[config.mk]
export PLATFORM = sky130hd
export DESIGN_NAME = ffba_ctrl
export DESIGN_NICKNAME = d
export VERILOG_FILES = /design/src/rtl/ffba_pkg.sv /design/src/rtl/ffba_ctrl.sv
export SDC_FILE = /design/constraint.sdc
export NUM_CORES = 1
export LEC_CHECK = 0
export BUFFER_PORTS_ARGS = -buffer_cell sky130_fd_sc_hd__buf_2
export CAP_MARGIN = 20
export CORE_ASPECT_RATIO = 1.1
export CORE_UTILIZATION = 31
export DETAILED_ROUTE_END_ITERATION = 7
export GPL_ROUTABILITY_DRIVEN = 0
export GPL_TIMING_DRIVEN = 1
export PLACE_DENSITY = 0.6
export REMOVE_ABC_BUFFERS = 1
export SLEW_MARGIN = 20
export SYNTH_ARGS = -nofsm -noshare
export SYNTH_HDL_FRONTEND = slang
export SYNTH_SLANG_ARGS = --single-unit
[constraint.sdc]
create_clock -name clk_i -period 3.8 [get_ports clk_i]
set_clock_uncertainty 0.05 [all_clocks]
set_input_delay 0.57 -clock clk_i [delete_from_list [all_inputs] [get_ports clk_i]]
set_output_delay 0.57 -clock clk_i [all_outputs]
set_load 0.05 [all_outputs]
[src/rtl/ffba_pkg.sv]
// ffba_pkg: shared types and constants of the first-fit block allocator
// fixed field widths, status codes, controller states, command and status structs
// no dependencies
package ffba_pkg;

  localparam int unsigned REQ_W      = 15;  // request_bytes field
  localparam int unsigned OFF_W      = 14;  // block_offset and result_offset fields
  localparam int unsigned STATUS_W   = 2;
  localparam int unsigned HDR_BYTES  = 8;   // header size, also the slot pitch
  localparam int unsigned HDR_SHIFT  = 3;   // log2 of the header size

  typedef enum logic [STATUS_W-1:0] {
    ST_ALLOCATED    = 2'd0,
    ST_FREED        = 2'd1,
    ST_ALREADY_FREE = 2'd2,
    ST_NO_MEMORY    = 2'd3
  } ffba_status_e;

  typedef enum logic [3:0] {
    S_CLEAR,
    S_IDLE,
    S_QUOT,
    S_NEED,
    S_WALK_RD,
    S_WALK_CHK,
    S_FREE_RD,
    S_FREE_CHK,
    S_DONE
  } ffba_state_e;

  // controller to datapath
  typedef struct packed {
    logic         clear_wr;
    logic         load;
    logic         quot;
    logic         need;
    logic         rd_walk;
    logic         rd_free;
    logic         adv;
    logic         wr_take;
    logic         wr_end;
    logic         wr_free;
    logic         res_load;
    logic         res_at_pos;
    ffba_status_e res_status;
    logic         push;
  } ffba_cmd_t;

  // datapath to controller
  typedef struct packed {
    logic clear_last;
    logic free_req;
    logic free_bad;
    logic walk_end;
    logic hdr_used;
    logic hdr_untouched;
    logic fits_end;
    logic fits_block;
    logic out_busy;
  } ffba_stat_t;

endpackage

[src/rtl/ffba_ctrl.sv]
// ffba_ctrl: sequencing state machine of the block allocator
// drives ffba_cmd_t from ffba_stat_t; depends on ffba_pkg
module ffba_ctrl (
  input  logic                 clk_i,
  input  logic                 rst_ni,
  input  logic                 in_valid_i,
  output logic                 in_ready_o,
  input  ffba_pkg::ffba_stat_t stat_i,
  output ffba_pkg::ffba_cmd_t  cmd_o
);

  ffba_pkg::ffba_state_e state_q, state_d;

  always_ff @(posedge clk_i or negedge rst_ni) begin
    if (!rst_ni) begin
      state_q <= ffba_pkg::S_CLEAR;
    end else begin
      state_q <= state_d;
    end
  end

  // next state
  always_comb begin
    state_d = state_q;
    unique case (state_q)
      ffba_pkg::S_CLEAR: begin
        if (stat_i.clear_last) state_d = ffba_pkg::S_IDLE;
      end
      ffba_pkg::S_IDLE: begin
        if (in_valid_i) state_d = ffba_pkg::S_QUOT;
      end
      ffba_pkg::S_QUOT: begin
        state_d = stat_i.free_req ? ffba_pkg::S_FREE_RD : ffba_pkg::S_NEED;
      end
      ffba_pkg::S_NEED: begin
        state_d = ffba_pkg::S_WALK_RD;
      end
      ffba_pkg::S_WALK_RD: begin
        state_d = stat_i.walk_end ? ffba_pkg::S_DONE : ffba_pkg::S_WALK_CHK;
      end
      ffba_pkg::S_WALK_CHK: begin
        if (!stat_i.hdr_used && (stat_i.hdr_untouched || stat_i.fits_block)) begin
          state_d = ffba_pkg::S_DONE;
        end else begin
          state_d = ffba_pkg::S_WALK_RD;
        end
      end
      ffba_pkg::S_FREE_RD: begin
        state_d = stat_i.free_bad ? ffba_pkg::S_DONE : ffba_pkg::S_FREE_CHK;
      end
      ffba_pkg::S_FREE_CHK: begin
        state_d = ffba_pkg::S_DONE;
      end
      ffba_pkg::S_DONE: begin
        if (!stat_i.out_busy) state_d = ffba_pkg::S_IDLE;
      end
      default: state_d = ffba_pkg::S_CLEAR;
    endcase
  end

  // outputs
  always_comb begin
    cmd_o            = '0;
    cmd_o.res_status = ffba_pkg::ST_ALLOCATED;
    in_ready_o       = 1'b0;
    unique case (state_q)
      ffba_pkg::S_CLEAR: begin
        cmd_o.clear_wr = 1'b1;
      end
      ffba_pkg::S_IDLE: begin
        in_ready_o = 1'b1;
        cmd_o.load = in_valid_i;
      end
      ffba_pkg::S_QUOT: begin
        cmd_o.quot = 1'b1;
      end
      ffba_pkg::S_NEED: begin
        cmd_o.need = 1'b1;
      end
      ffba_pkg::S_WALK_RD: begin
        if (stat_i.walk_end) begin
          cmd_o.res_load   = 1'b1;
          cmd_o.res_status = ffba_pkg::ST_NO_MEMORY;
        end else begin
          cmd_o.rd_walk = 1'b1;
        end
      end
      ffba_pkg::S_WALK_CHK: begin
        if (!stat_i.hdr_used && stat_i.hdr_untouched) begin
          cmd_o.res_load = 1'b1;
          if (stat_i.fits_end) begin
            cmd_o.wr_end     = 1'b1;
            cmd_o.res_at_pos = 1'b1;
            cmd_o.res_status = ffba_pkg::ST_ALLOCATED;
          end else begin
            cmd_o.res_status = ffba_pkg::ST_NO_MEMORY;
          end
        end else if (!stat_i.hdr_used && stat_i.fits_block) begin
          cmd_o.wr_take    = 1'b1;
          cmd_o.res_load   = 1'b1;
          cmd_o.res_at_pos = 1'b1;
          cmd_o.res_status = ffba_pkg::ST_ALLOCATED;
        end else begin
          cmd_o.adv = 1'b1;
        end
      end
      ffba_pkg::S_FREE_RD: begin
        if (stat_i.free_bad) begin
          cmd_o.res_load   = 1'b1;
          cmd_o.res_status = ffba_pkg::ST_ALREADY_FREE;
        end else begin
          cmd_o.rd_free = 1'b1;
        end
      end
      ffba_pkg::S_FREE_CHK: begin
        cmd_o.res_load = 1'b1;
        if (stat_i.hdr_used) begin
          cmd_o.wr_free    = 1'b1;
          cmd_o.res_status = ffba_pkg::ST_FREED;
        end else begin
          cmd_o.res_status = ffba_pkg::ST_ALREADY_FREE;
        end
      end
      ffba_pkg::S_DONE: begin
        cmd_o.push = !stat_i.out_busy;
      end
      default: begin
        cmd_o.clear_wr = 1'b0;
      end
    endcase
  end

  a_no_accept_in_clear: assert property (@(posedge clk_i) disable iff (!rst_ni)
    state_q == ffba_pkg::S_CLEAR |-> !in_ready_o)
    else $error("request taken during header clearing");

  a_load_starts_quot: assert property (@(posedge clk_i) disable iff (!rst_ni)
    cmd_o.load |=> state_q == ffba_pkg::S_QUOT)
    else $error("accepted beat did not start processing");

  a_chk_after_rd: assert property (@(posedge clk_i) disable iff (!rst_ni)
    state_q == ffba_pkg::S_WALK_CHK |-> $past(cmd_o.rd_walk))
    else $error("header examined without a read");

endmodule

==> Word level (Yosys, flattened, before mapping) <==
Index checks and enable logic that the tools add are counted.
{ "op_classes": {"n_eq_ne": 11, "n_mux": 37, "reduce_logical": 8} }
{ "op_table": {"columns": ["op", "n"], "rows": [
  ["$pmux 4 s9", 1],
  ["$mux 4", 8],
  ["$mux 1", 19],
  ["$eq 4x3->1 const B", 4],
  ["$mux 2", 5],
  ["$eq 4x2->1 const B", 2],
  ["$pmux 2 s4", 1],
  ["$mux 3", 2],
  ["$ne 2x2->1 const B", 3],
  ["$eq 4x1->1 const B", 1],
  ["$eq 4x4->1 const B", 1],
  ["$logic_not 4->1", 1],
  ["$pmux 1 s4", 1],
  ["$logic_and 1x1->1", 3],
  ["$reduce_and 3->1", 1],
  ["$logic_not 1->1", 2],
  ["$logic_or 1x1->1", 1]
]} }
{ "word_totals": {"out_inout_bits": 16, "elab_cells": 57, "regBits": 4} }

==> Longest topological paths before layout <==
{ "logic_depth": {"depth_word": 5, "depth_mapped": 5, "ltp_nobuf": 4} }

==> Worst setup path before layout <==
OpenSTA, ideal clock, no wires.
{ "synth_path": {"kind": "flip-flop to output port", "from": "reg state_q[1]", "to": "out cmd_o[13] (netlist bit)", "path_stages_with_launch": 4, "setup_slack_ns": 0.854, "arrival_ns": 2.326, "required_time_ns": 3.180, "cell_sequence": "dfrtp_1 > nand2b_1 > nor3_1 > and2_1"} }
{ "synth_lines": {"columns": ["element", "line_no", "text"], "rows": [
  ["from (decl)", "ffba_ctrl.sv:12", "ffba_pkg::ffba_state_e state_q, state_d;"],
  ["from (signal assigned)", "ffba_ctrl.sv:16", "state_q <= ffba_pkg::S_CLEAR;"],
  ["from (signal assigned)", "ffba_ctrl.sv:18", "state_q <= state_d;"],
  ["to (decl)", "ffba_ctrl.sv:9", "output ffba_pkg::ffba_cmd_t cmd_o"]
]} }

==> run summary <==
outcome: complete, no violations
commonest non-fill, non-tap cell in the layout: buf_2
HP Class: in2async
Arr. time, crit path: 1970 ps
Final period util: 0.681
total congestion overflow: 0
synth warn: 0
io pins: 28
biggest regs: state_q x4
clk sinks: 4
Die Span Y: 43.2 um
Core Rows: 14
Syn Area/Cell: 7.13 um2
CTS buffer count: 3
I/O Buffers: 27
CP Class: reg2out
Final ANT Viol Nets: 0
Residual DRC: 0
Fmax achieved: 0.386 GHz
Top Metal Used: met3
reg2reg setup slack: 2210 ps
Final #Nets: 107
CTS-repair resized insts: 0
worst-path fanout max: 17
Critical R2R Launch: state_q[3]
initial antenna violation count: 0
Global Route Usage Sum: 0.166
pre-CTS setup slack: 1450 ps
startpoint types: flop
Area growth syn-to-layout: 32.7%
worst skew pair latency: 230 ps
final WL: 1.20 mm
Synth area leaders: dfrtp_1, nor2_1, a21oi_1
sequential area share after synthesis: 0.209
post-route setup TNS: 0 ps
RSZ-0062 raised after global routing: false
Vias: 581
WL met3: 76 um
final setup vio count: 0
area leader, netlist: dfrtp_1
number of global-route vias before repair: 504
Worst EP required: 3180 ps
Worst Max-Slew Pin Slew: 496 ps
Clock Tree Root: clkbuf_4
WL met1: 526 um
first-pass GRT wire length: 2.01 mm
# diodes: 0
slew margin rel.: 0.669
Worst-path clk slew: 40 ps
Post-Syn Instances: 67
worst setup margin: 1210 ps
layout cells sized above 1: 0.387
Die W: 39.4 um
DR iter-0 viols: 8
H-tree levels: 1
most frequent cells in the layout: buf_2, nor2_1, a21oi_1
Final Max Tran Viols: 0
Max Root-Sink Buffers: 2
flip-flop and latch count after synthesis: 4
Period minus WS final: 2590 ps
CTS tree: done
Crit Reg-Reg Endpoint: state_q[0]
Die ar.: 1700 um2
final hold vios: 0
Initial Util: 0.341
post-synthesis instance area: 478 um2
Max-Cap Viols: 0
WL met2: 592 um
maximum vdd ir drop: 0.257 mV
WL/cell: 11.0 um
HPWL Detailed: 925 um
Leak: 0.322 nW
core footprint: 1400 um2
vias per cell: 5.33
P per Cell Area: 822 nW/um2
max reg flops: 4
largest reg by FF count: state_q
Hold Buf Count CTS: 0
crit path capture type: output port
worst reg2reg path depth: 4
Unique masters post-synth: 31
postcts setup bufs: 0
post-synth top area share: 0.209
drt pass-1 iters: 4
largest net degree at the start of global routing: 18
-- cell type report --
type / count / area [um2]
fillers: 154 / 767
multi-input cells: 57 / 349
well taps: 16 / 20.0
flip-flops and latches: 4 / 100
inverters: 2 / 7.51
clock buffers: 3 / 22.5
repair buffers: 27 / 135
-- power breakdown --
| group | switching, W | internal [W] |
|---|---|---|
| registers | 0.0000615 | 0.0000597 |
| logic | 0.000238 | 0.000110 |
| clock network | 0.0000164 | 0.0000353 |
-- critical path: stages, from the launching register on --
cell and delay, ps:
dfrtp_1 640, nand2b_1 190, or3_4 390, o311ai_2 210, buf_2 300
-- through the flow --
stage | cell area, um2 | utilization | power [W] | hold slack, ps | instances
after floorplan | 457 | - | 0.000392 | 224 | 63
after global placement | 612 | 0.437 | 0.000470 | 325 | 106
after detailed placement | 612 | 0.437 | 0.000473 | 327 | 106
after CTS | 634 | 0.453 | 0.000526 | 81.9 | 109
after global routing | 634 | 0.453 | 0.000562 | 93.7 | 109
final | 634 | 0.453 | 0.000521 | 83.9 | 109
-- routing by layer --
layer | vias to the layer above | global-route usage
met5 | - | 0
met4 | 0 | 0.0828
met3 | 0 | 0.0157
met2 | 20 | 0.262
met1 | 262 | 0.215
li1 | 299 | -
-- kinds of logic (layout without fill, tap and decap cells) --
logic type | after synthesis | count (layout) | synth area share
flip-flops | 4 | 4 | 0.209
multiplexers | 1 | 1 | 0.0209
AND/OR/NAND/NOR | 41 | 41 | 0.471
AO/OA/AOI/OAI | 15 | 15 | 0.238
buffers and inverters | 6 | 32 | 0.0602
-- cells in the mapped netlist (all sizes together) --
library cell	n
a2111oi	1
a21oi	6
and2	1
and2b	1
and3	1
and4b	1
buf	3
clkbuf	1
dfrtp	4
inv	2
mux2i	1
nand2	4
nand2b	4
nand3	3
nor2	12
nor2b	2
nor3	5
nor4	3
nor4b	1
nor4bb	1
o211ai	1
o21ai	3
o21ba	1
o21bai	1
o311ai	1
o31ai	1
or2	1
or3	1
-- worst max path at each step --
stage,cells past startpoint,slack (ps),start,to
global placement,4,1470,state_q[0],cmd_o[2]
finish,4,1210,state_q[0],cmd_o[2]
detailed placement,4,1450,state_q[0],cmd_o[2]
global route,4,1080,state_q[0],cmd_o[2]
floorplan,3,740,state_q[1],cmd_o[13]
CTS,4,1190,state_q[0],cmd_o[2]
No activity file was read; power rests on OpenSTA's default activity.
